===== src/design/rouf_pkg.sv =====
// ----------------------------------------------------------------------------
// rouf_pkg
// Shared constants and command/status types for the root of unity finder.
// ----------------------------------------------------------------------------
package rouf_pkg;

  localparam int unsigned PRIME_BITS_DEF = 32;
  localparam int unsigned MAX_FACTORS    = 12;
  localparam int unsigned FIDX_W         = 4;
  localparam logic [15:0] MAX_TRIES_RST  = 16'd1024;

  localparam logic [1:0] ST_OK        = 2'd0;
  localparam logic [1:0] ST_BAD_INPUT = 2'd1;
  localparam logic [1:0] ST_EXHAUSTED = 2'd2;

  // datapath operations
  typedef enum logic [3:0] {
    OP_NONE,
    OP_LOAD,      // latch n, p; setup working values
    OP_DIVN,      // start nc / q
    OP_DIVP,      // start d / q (factor exponent in p-1)
    OP_DIVS,      // start sc / q
    OP_NEXTQ,     // q <= q + 1
    OP_POW,       // start modular exponentiation
    OP_MODN,      // start p mod n
    OP_MUL        // start one modular product
  } op_t;

  typedef struct packed {
    op_t        op;
    logic [2:0] sel;   // operand selector, meaning per op
  } cmd_t;

  typedef struct packed {
    logic busy;
    logic rem_zero;
  } sts_t;

endpackage


===== src/design/rouf_ctrl.sv =====
// ----------------------------------------------------------------------------
// rouf_ctrl
// Search sequencer: validation, factorisation, candidate tests, inverse.
// ----------------------------------------------------------------------------
module rouf_ctrl #(
  parameter int unsigned PRIME_BITS = 32
) (
  input  logic                clk,
  input  logic                rst_n,
  input  logic                in_valid,
  output logic                in_stall,
  input  logic [31:0]         in_order,
  input  logic [31:0]         in_modulus,
  input  logic [15:0]         max_tries,
  output logic                out_valid,
  input  logic                out_stall,
  output logic [31:0]         out_root,
  output logic [31:0]         out_inverse_root,
  output logic [1:0]          out_status,
  output rouf_pkg::cmd_t      cmd,
  output logic [31:0]         opa,
  output logic [31:0]         opb,
  input  rouf_pkg::sts_t      sts,
  input  logic [31:0]         div_q,
  input  logic [31:0]         div_r,
  input  logic [31:0]         pow_res
);
  import rouf_pkg::*;

  typedef enum logic [4:0] {
    S_IDLE, S_MODN, S_MODN_W, S_FQ_CHK, S_FQ_DIV, S_FQ_W, S_FQ_LAST,
    S_FD_INIT, S_FD_DIV, S_FD_W, S_CAND, S_T_POW, S_T_POW_W, S_T_LOOP,
    S_T_QP, S_T_QP_W, S_T_RED, S_T_RED_W, S_ROOT, S_ROOT_W, S_INV, S_INV_W,
    S_DONE, S_OUT, S_SQ, S_SQ_W
  } state_t;

  state_t      state_r;
  logic [31:0] n_r, p_r, nc_r, q_r, d_r, sc_r, a_r, b_r, x_r, w_r;
  logic [31:0] fq_r [MAX_FACTORS];
  logic [31:0] fd_r [MAX_FACTORS];
  logic [5:0]  fk_r [MAX_FACTORS];
  logic [5:0]  fe_r [MAX_FACTORS];
  logic [FIDX_W-1:0] nf_r, i_r;
  logic [5:0]  k_r, l_r;
  logic        hit_r;
  logic [31:0] root_r, inv_r;
  logic [1:0]  st_r;
  logic        valid_r;
  logic [63:0] sqv;
  cmd_t        cmd_nxt;

  assign sqv = 64'(q_r) * 64'(q_r);

  // command issued in the states that start a datapath operation
  always_comb begin
    cmd_nxt = '{op: OP_NONE, sel: 3'd0};
    if (rst_n) begin
      case (state_r)
        S_MODN:             cmd_nxt.op = OP_MODN;
        S_FQ_DIV, S_FD_DIV: cmd_nxt.op = OP_DIVN;
        S_T_POW: begin
          if (i_r != nf_r) cmd_nxt.op = OP_POW;
        end
        S_T_LOOP: begin
          if (x_r != 32'd1 && l_r < fe_r[i_r]) cmd_nxt.op = OP_POW;
        end
        S_T_RED: begin
          if (l_r > fk_r[i_r]) cmd_nxt.op = OP_POW;
        end
        S_ROOT, S_INV:      cmd_nxt.op = OP_POW;
        default:            cmd_nxt.op = OP_NONE;
      endcase
    end
  end

  always_ff @(posedge clk) begin
    cmd <= cmd_nxt;
    if (!rst_n) begin
      state_r <= S_IDLE;
      valid_r <= 1'b0;
      nf_r    <= '0;
      i_r     <= '0;
    end else begin
      if (valid_r && !out_stall) valid_r <= 1'b0;
      case (state_r)
        S_IDLE: if (in_valid && !valid_r) begin
          n_r <= in_order;
          p_r <= in_modulus;
          if (in_order == 32'd0 || in_modulus < 32'd3 ||
              (PRIME_BITS < 32 && (64'(in_modulus) >> PRIME_BITS) != 0)) begin
            root_r <= '0; inv_r <= '0; st_r <= ST_BAD_INPUT;
            state_r <= S_DONE;
          end else begin
            state_r <= S_MODN;
          end
        end
        S_MODN: begin
          opa <= p_r; opb <= n_r;
          state_r <= S_MODN_W;
        end
        S_MODN_W: if (!sts.busy && cmd.op == OP_NONE) begin
          if (div_r != 32'd1) begin
            root_r <= '0; inv_r <= '0; st_r <= ST_BAD_INPUT;
            state_r <= S_DONE;
          end else begin
            nc_r <= n_r; q_r <= 32'd2; nf_r <= '0; hit_r <= 1'b0; k_r <= '0;
            state_r <= S_FQ_CHK;
          end
        end
        S_FQ_CHK: begin
          if (sqv > 64'(nc_r)) begin
            state_r <= S_FQ_LAST;
          end else begin
            state_r <= S_FQ_DIV;
          end
        end
        S_FQ_DIV: begin
          opa <= nc_r; opb <= q_r;
          state_r <= S_FQ_W;
        end
        S_FQ_W: if (!sts.busy && cmd.op == OP_NONE) begin
          if (div_r == '0) begin
            nc_r <= div_q;
            k_r  <= k_r + 1'b1;
            state_r <= S_FQ_DIV;
          end else begin
            if (k_r != '0 && nf_r < FIDX_W'(MAX_FACTORS)) begin
              fq_r[nf_r] <= q_r; fk_r[nf_r] <= k_r; nf_r <= nf_r + 1'b1;
            end
            k_r <= '0;
            q_r <= q_r + 32'd1;
            state_r <= S_FQ_CHK;
          end
        end
        S_FQ_LAST: begin
          if (nc_r > 32'd1 && nf_r < FIDX_W'(MAX_FACTORS)) begin
            fq_r[nf_r] <= nc_r; fk_r[nf_r] <= 6'd1; nf_r <= nf_r + 1'b1;
          end
          sc_r <= p_r - 32'd1;
          i_r  <= '0;
          state_r <= S_FD_INIT;
        end
        S_FD_INIT: begin
          if (i_r == nf_r) begin
            a_r <= 32'd2;
            state_r <= S_CAND;
          end else begin
            d_r <= p_r - 32'd1; k_r <= '0; hit_r <= 1'b0;
            state_r <= S_FD_DIV;
          end
        end
        S_FD_DIV: begin
          opa <= hit_r ? sc_r : d_r; opb <= fq_r[i_r];
          state_r <= S_FD_W;
        end
        S_FD_W: if (!sts.busy && cmd.op == OP_NONE) begin
          if (!hit_r) begin
            if (div_r == '0) begin
              d_r <= div_q; k_r <= k_r + 1'b1;
            end else begin
              fd_r[i_r] <= d_r; fe_r[i_r] <= k_r; hit_r <= 1'b1;
            end
            state_r <= S_FD_DIV;
          end else if (div_r == '0) begin
            sc_r <= div_q;
            state_r <= S_FD_DIV;
          end else begin
            i_r <= i_r + 1'b1;
            state_r <= S_FD_INIT;
          end
        end
        S_CAND: begin
          if (a_r >= p_r || (a_r - 32'd1) > 32'(max_tries)) begin
            root_r <= '0; inv_r <= '0; st_r <= ST_EXHAUSTED;
            state_r <= S_DONE;
          end else begin
            b_r <= a_r; i_r <= '0;
            state_r <= S_T_POW;
          end
        end
        S_T_POW: begin
          if (i_r == nf_r) begin
            state_r <= S_ROOT;
          end else begin
            opa <= b_r; opb <= fd_r[i_r];
            l_r <= '0;
            state_r <= S_T_POW_W;
          end
        end
        S_T_POW_W: if (!sts.busy && cmd.op == OP_NONE) begin
          x_r <= pow_res;
          state_r <= S_T_LOOP;
        end
        S_T_LOOP: begin
          if (x_r == 32'd1) begin
            if (l_r < fk_r[i_r]) begin
              a_r <= a_r + 32'd1; state_r <= S_CAND;
            end else begin
              state_r <= S_T_RED;
            end
          end else if (l_r >= fe_r[i_r]) begin
            a_r <= a_r + 32'd1; state_r <= S_CAND;
          end else begin
            opa <= x_r; opb <= fq_r[i_r];
            l_r <= l_r + 1'b1;
            state_r <= S_T_QP_W;
          end
        end
        S_T_QP_W: if (!sts.busy && cmd.op == OP_NONE) begin
          x_r <= pow_res;
          state_r <= S_T_LOOP;
        end
        S_T_RED: begin
          if (l_r > fk_r[i_r]) begin
            opa <= b_r; opb <= fq_r[i_r];
            l_r <= l_r - 1'b1;
            state_r <= S_T_RED_W;
          end else begin
            i_r <= i_r + 1'b1;
            state_r <= S_T_POW;
          end
        end
        S_T_RED_W: if (!sts.busy && cmd.op == OP_NONE) begin
          b_r <= pow_res;
          state_r <= S_T_RED;
        end
        S_ROOT: begin
          opa <= b_r; opb <= sc_r;
          state_r <= S_ROOT_W;
        end
        S_ROOT_W: if (!sts.busy && cmd.op == OP_NONE) begin
          w_r <= pow_res;
          state_r <= S_INV;
        end
        S_INV: begin
          opa <= w_r; opb <= p_r - 32'd2;
          state_r <= S_INV_W;
        end
        S_INV_W: if (!sts.busy && cmd.op == OP_NONE) begin
          root_r <= w_r; inv_r <= pow_res; st_r <= ST_OK;
          state_r <= S_DONE;
        end
        S_DONE: begin
          if (!valid_r) begin
            valid_r <= 1'b1;
            state_r <= S_IDLE;
          end
        end
        default: state_r <= S_IDLE;
      endcase
    end
  end

  assign in_stall         = (state_r != S_IDLE) || valid_r;
  assign out_valid        = valid_r;
  assign out_root         = root_r;
  assign out_inverse_root = inv_r;
  assign out_status       = st_r;

  logic unused_c;
  assign unused_c = sts.rem_zero;

  a_stall_busy: assert property (@(posedge clk) disable iff (!rst_n)
    (state_r != S_IDLE) |-> in_stall) else $error("accept while busy");
  a_out_hold: assert property (@(posedge clk) disable iff (!rst_n)
    (out_valid && out_stall) |=> (out_valid && $stable(out_root)))
    else $error("result lost");
  a_status_zero: assert property (@(posedge clk) disable iff (!rst_n)
    (out_valid && out_status != ST_OK) |-> (out_root == '0 && out_inverse_root == '0))
    else $error("error result not zero");
endmodule


===== config.mk =====
export PLATFORM = sky130hd
export DESIGN_NAME = rouf_ctrl
export DESIGN_NICKNAME = d
export VERILOG_FILES = /design/src/design/rouf_pkg.sv /design/src/design/rouf_ctrl.sv
export SDC_FILE = /design/constraint.sdc
export NUM_CORES = 2
export LEC_CHECK = 0
export BUFFER_PORTS_ARGS = -buffer_cell sky130_fd_sc_hd__clkbuf_2
export CORE_ASPECT_RATIO = 2
export CORE_MARGIN = 2
export CORE_UTILIZATION = 50
export CTS_CLUSTER_DIAMETER = 100
export DETAILED_ROUTE_END_ITERATION = 10
export PLACE_DENSITY = 0.65
export SYNTH_ARGS = -nofsm -noshare
export SYNTH_HDL_FRONTEND = slang
export SYNTH_SLANG_ARGS = --single-unit

===== constraint.sdc =====
create_clock -name clk -period 12.75 [get_ports clk]
set_clock_uncertainty 0.2 [all_clocks]
set_input_delay 0.6375 -clock clk [delete_from_list [all_inputs] [get_ports clk]]
set_output_delay 0.6375 -clock clk [all_outputs]
set_load 0.05 [all_outputs]

## Word level (Yosys, flattened, before mapping)

Memory sizes are Yosys's and may differ from the RTL's. A register that Yosys moved wholly into a read port is not among the register bits.
Cells that the tools add are included.
Widths: inputs -> output; s select.

| storage, ports and cells | value |
|---|---|
| memories | 4 |
| word-level logic and storage cells | 296 |
| output and inout bits | 139 |
| input port bits | 182 |
| register bits | 481 |
| bits in writable memories | 912 |

| cells by class | value |
|---|---|
| reduce and logical (&&, ||, !) cells | 50 |
| equal/unequal tests | 57 |
| magnitude comparators | 10 |
| bitwise logic cells | 2 |
| $mul | 1 |
| $add $sub $neg | 10 |
| multiplexer cells | 139 |

Memories:

| name | depth | width | read ports | clocked after memory_dff | write ports | line | source |
|---|---|---|---|---|---|---|---|
| fd_r | 12 | 32 | 1 | 1 | 1 | rouf_ctrl.sv:40 | `logic [31:0] fd_r [MAX_FACTORS];` |
| fq_r | 12 | 32 | 1 | 1 | 1 | rouf_ctrl.sv:39 | `logic [31:0] fq_r [MAX_FACTORS];` |
| fe_r | 12 | 6 | 1 | 1 | 1 | rouf_ctrl.sv:42 | `logic [5:0] fe_r [MAX_FACTORS];` |
| fk_r | 12 | 6 | 1 | 1 | 1 | rouf_ctrl.sv:41 | `logic [5:0] fk_r [MAX_FACTORS];` |

Operators by type and width:

| cell | count |
|---|---|
| $mux 32 | 35 |
| $pmux 32 s8 | 2 |
| $pmux 32 s2 | 6 |
| $pmux 32 s4 | 2 |
| $pmux 5 s21 | 1 |
| $mux 4 | 21 |
| $mux 5 | 16 |
| $mux 6 | 12 |
| $add 32x1->32 const B | 2 |
| $gt 64x32->1 | 1 |
| $logic_not 32->1 | 2 |
| $mul 32x32->64 | 1 |
| $ne 32x1->1 const B | 2 |
| $sub 32x1->32 const B | 2 |
| $ne 2x2->1 const B | 28 |
| $reduce_and 6->1 | 7 |
| $eq 5x4->1 const B | 7 |
| $eq 5x5->1 const B | 7 |
| $eq 32x1->1 const B | 1 |
| $ge 32x32->1 | 1 |
| $gt 32x1->1 const B | 1 |
| $gt 32x16->1 | 1 |
| $lt 32x2->1 const B | 1 |
| $sub 32x2->32 const B | 1 |
| other kinds (43) | 109 |

## Depth between registers and ports, before layout

| logic depth | value |
|---|---|
| depth after elaboration | 9 |
| mapped depth | 41 |
| mapped depth without buffers | 38 |

## Least setup slack after synthesis

OpenSTA, ideal clock, no wires.

| timing path | value |
|---|---|
| path type | register to register |
| start point | register a_r[7] |
| end point | register inv_r[0], in the netlist out_inverse_root[0], enable pin |
| arrival | 9.599 ns |
| path slack | 2.276 ns |
| period minus slack after synthesis | 10.474 ns |
| required time | 11.874 ns |
| cell stages (with the launch flop) | 17 |
| path through | edfxtp_1 clkbuf_1 or4_4 nor2_2 nand3_1 nor3_1 xor2_1 ha_1 a21o_1 a21o_1 a21oi_1 o21ai_0 a21oi_1 o2111a_1 o41ai_2 o21ai_1 nor4b_1 |

| on the way | value |
|---|---|
| word-level cells in the longest chain between the ends | 5 |
| elaborated cells between the ends (all ways) | 6 |
| classes of those cells | add/sub: 1; order compare: 2; eq/ne: 1; reduce/logical: 2 |

RTL lines:

| element | line | source |
|---|---|---|
| start: declaration | rouf_ctrl.sv:38 | `logic [31:0] n_r, p_r, nc_r, q_r, d_r, sc_r, a_r, b_r, x_r, w_r;` |
| start signal: assignment | rouf_ctrl.sv:145 | `a_r <= 32'd2;` |
| start signal: assignment | rouf_ctrl.sv:197 | `a_r <= a_r + 32'd1; state_r <= S_CAND;` |
| start signal: assignment | rouf_ctrl.sv:202 | `a_r <= a_r + 32'd1; state_r <= S_CAND;` |
| $sub 32x1->32 | rouf_ctrl.sv:173 | `if (a_r >= p_r \|\| (a_r - 32'd1) > 32'(max_tries)) begin` |
| $gt 32x16->1 | rouf_ctrl.sv:173 |  |
| $logic_or 1x1->1 * | rouf_ctrl.sv:173 |  |
| $ne 2x2->1 (no line) * | n/a |  |
| $reduce_and 8->1 (no line) * | n/a |  |
| end signal: assignment | rouf_ctrl.sv:103 | `root_r <= '0; inv_r <= '0; st_r <= ST_BAD_INPUT;` |
| end signal: assignment | rouf_ctrl.sv:174 | `root_r <= '0; inv_r <= '0; st_r <= ST_EXHAUSTED;` |
| end signal: assignment | rouf_ctrl.sv:240 | `root_r <= w_r; inv_r <= pow_res; st_r <= ST_OK;` |
| end: declaration | rouf_ctrl.sv:46 | `logic [31:0] root_r, inv_r;` |

Mark *: on every way between the ends. The rest lies on a longest branch, timed or not.
A chain may end at the register's enable or synchronous reset.

## Final worst setup path

| timing path | value |
|---|---|
| start point | register q_r[7] |
| end point | register state_r[1] |

| on the way | value |
|---|---|
| word-level cells in the longest chain between the ends | 4 |

RTL lines:

| element | line | source |
|---|---|---|
| start: declaration | rouf_ctrl.sv:38 |  |
| start signal: assignment | rouf_ctrl.sv:131 | `q_r <= q_r + 32'd1;` |
| $mul 32x32->64 | rouf_ctrl.sv:52 | `assign sqv = 64'(q_r) * 64'(q_r);` |
| $gt 64x32->1 | rouf_ctrl.sv:111 | `if (sqv > 64'(nc_r)) begin` |
| $mux 2 | rouf_ctrl.sv:111 |  |
| $pmux 5 s21 | rouf_ctrl.sv:85 | `case (state_r)` |
| end signal: assignment | rouf_ctrl.sv:92 | `state_r <= S_DONE;` |
| end signal: assignment | rouf_ctrl.sv:112 | `state_r <= S_FQ_LAST;` |
| end signal: assignment | rouf_ctrl.sv:114 | `state_r <= S_FQ_DIV;` |
| end: declaration | rouf_ctrl.sv:37 | `state_t state_r;` |

No other way between the ends.

==> flow_summary.json <==
{
  "syn2layout_area_growth_pct": 10.9,
  "timing.rr.start": "q_r[7]",
  "insertion_delay_ns": 0.80,
  "drt_iter0_drc": 7289,
  "dr.pass1.iters": 8,
  "relSlewSlack_pct": 7.39,
  "drive_gt1_share_pct": 13.4,
  "die_h_um": 603,
  "crit_fanout": 21,
  "dp.final_hpwl_um": 195000,
  "most-common-layout-cells": "edfxtp_1 (1375), inv_1 (1091), fa_1 (809)",
  "cts_num_sinks": 1396,
  "hp-class": "in2reg",
  "worst_pin_slew_ns": 1.37,
  "synthSimpleGateAreaFrac_pct": 9.03,
  "ys_ff_latch": 1396,
  "grt_max_degree": 94,
  "cp-end-kind": "flip-flop",
  "placementRows": 220,
  "synth_seq_area_share_pct": 46.5,
  "setup_viol": 0,
  "clk_path_buf_depth": 3,
  "crit_arrival_ns": 11.37,
  "status": "finished, final reports clean",
  "nNetsFinal": 8861,
  "die_x_um": 304,
  "cts_tree": "built",
  "synth-edff-count": 1375,
  "finalCriticalPeriod_ns": 10.93,
  "hold_viol": 0,
  "synth-main-ff-cell": "edfxtp_1",
  "cap_violations": 0,
  "min_from": "pow_res[7]",
  "ys_types": 98,
  "synth-adder-area-share_pct": 23.4,
  "grt_pass1_wl_um": 399000,
  "async_reset_ff_share_pct": 0,
  "start_kind": "flip-flop",
  "via_per_inst": 5.93,
  "wl_per_cell_um": 27.3,
  "layout_commonest_cell": "edfxtp_1",
  "synth_top_family_by_area": "adder cells",
  "start_util_pct": 50.2,
  "vias": 58900,
  "core_mm2": 0.179,
  "critPathLaunch": "q_r[7]",
  "die_area_mm2": 0.183,
  "cp.required_ns": 13.18,
  "cts_resized": 0,
  "synthMuxAreaShare_pct": 7.49,
  "period_share_pct": 85.8,
  "ios": 321,
  "critPathMostFrequentCell": "fa_1",
  "yosys_warnings": 0,
  "port_buffers": 315,
  "root_buffer": "clkbuf_16",
  "cts_buffers": 132,
  "setup_tns_ns": 0,
  "slowest_stage": "edfxtp_1",
  "synth_area_mm2": 0.0898,
  "gp_congestion": 0.961,
  "antenna_found_initial": 19,
  "antenna_left": 0,
  "grt_use_total_pct": 29.9,
  "synth_compound_area_share_pct": 5.51,
  "drcViolationCount": 0,
  "max_freq_ghz": 0.0915,
  "syn_inst": 7132,
  "synth-xor-area-share_pct": 2.00,
  "wirelength_um": 271000,
  "cp_slowest_stage_delay_ns": 0.93,
  "synth_area_per_cell_um2": 12.6,
  "htreeDepth": 4,
  "path_clk_slew_ns": 0.07,
  "rsz0062_at_grt": "no",
  "drv_slew": 0,
  "grt_overflow": 0,
  "grt_pass1_vias": 60100,
  "crit_type": "reg2reg"
}
-- timing repair --
item / CTS / global route
endpoints found under the hold margin: 153 / 0
endpoints found under the setup margin: 0 / 0
buffers inserted: 0 / 0
hold buffers: 109 / 0
-- critical path, delay by kind of cell (launching register included) --
family          cells  cell delay (ns)
compound gates      9             2.10
xor+xnor            1             0.14
fa+ha+maj          10             4.76
buf+inv             6             0.73
flops               1             0.93
simple gates        8             1.94
-- worst paths after layout --
path / end / slack (ns) / cells past startpoint
max: state_r[1] / 1.82 / 34
min: w_r[7] / 0.03 / 1
max reg2reg: state_r[1] / 1.82 / 34
min reg2reg: nc_r[11] / 0.36 / 2
-- routing by layer --
layer	vias up	GRT usage (%)	part of all wire [%]
li1	25200	-	-
met1	30000	41.1	39
met2	3204	47.2	46
met3	494	6.49	10
met4	20	11.0	4.1
met5	-	0	0.046
-- kinds of logic after synthesis --
kind of cell | after synthesis
flops | 1396
fa+ha+maj | 1193
simple gates | 1715
xor+xnor | 204
other cells | 1
buf+inv | 1445
compound gates | 796
mux | 382
-- metrics by stage --
step / cells / worst slack [ns] / hold slack (ns) / util [%] / area, um2
2_1_floorplan: 7135 / 2.28 / 0.301 / - / 89800
3_3_place_gp: 9572 / 2.00 / 0.326 / 52.6 / 94100
3_5_place_dp: 9572 / 1.95 / 0.340 / 52.6 / 94100
4_1_cts: 9917 / 1.90 / 0.000316 / 55.6 / 99500
5_1_grt: 9919 / 1.30 / 0.0278 / 55.6 / 99500
6_report: 9929 / 1.82 / 0.0331 / 55.7 / 99600
-- synthesized netlist by cell type (all sizes together), types with 19 or more instances --
library cell | number | share of area (%)
a21o | 40 | 0.33
a21oi | 225 | 1.3
a221oi | 27 | 0.26
a222oi | 23 | 0.26
a22oi | 35 | 0.29
a31oi | 49 | 0.34
and2 | 272 | 1.9
and3 | 25 | 0.19
buf | 86 | 0.45
clkbuf | 253 | 1.1
dfxtp | 21 | 0.47
edfxtp | 1375 | 46
fa | 809 | 18
ha | 384 | 5.4
inv | 1098 | 4.6
mux2 | 36 | 0.45
mux2i | 118 | 1.3
mux4 | 228 | 5.7
nand2 | 729 | 3.1
nand2b | 19 | 0.13
nand3 | 59 | 0.33
nand4 | 64 | 0.46
nor2 | 344 | 1.5
nor2b | 23 | 0.16
nor3 | 53 | 0.34
nor4 | 70 | 0.53
o21ai | 251 | 1.4
xnor2 | 136 | 1.3
xor2 | 68 | 0.66
-- area by class of cell --
type                    count  area (um2)
repair buffers            556        3670
inverters                1106        4150
clock buffers             155        3410
clock inverters            81         926
well taps                2331        2920
flip-flops and latches   1396       41700
fillers                 14900       79400
diodes                     10        25.0
multi-input cells        4294       42700
-- state kept, by name (all words and copies together), names as in the netlist, 72 cells and up, named ones only --
register,cells
fq_r,384
fe_r,72
fd_r,384
fk_r,72
Power is not shown: default switching activity piles up to over one toggle a cycle in this logic, so the estimate is an artifact.
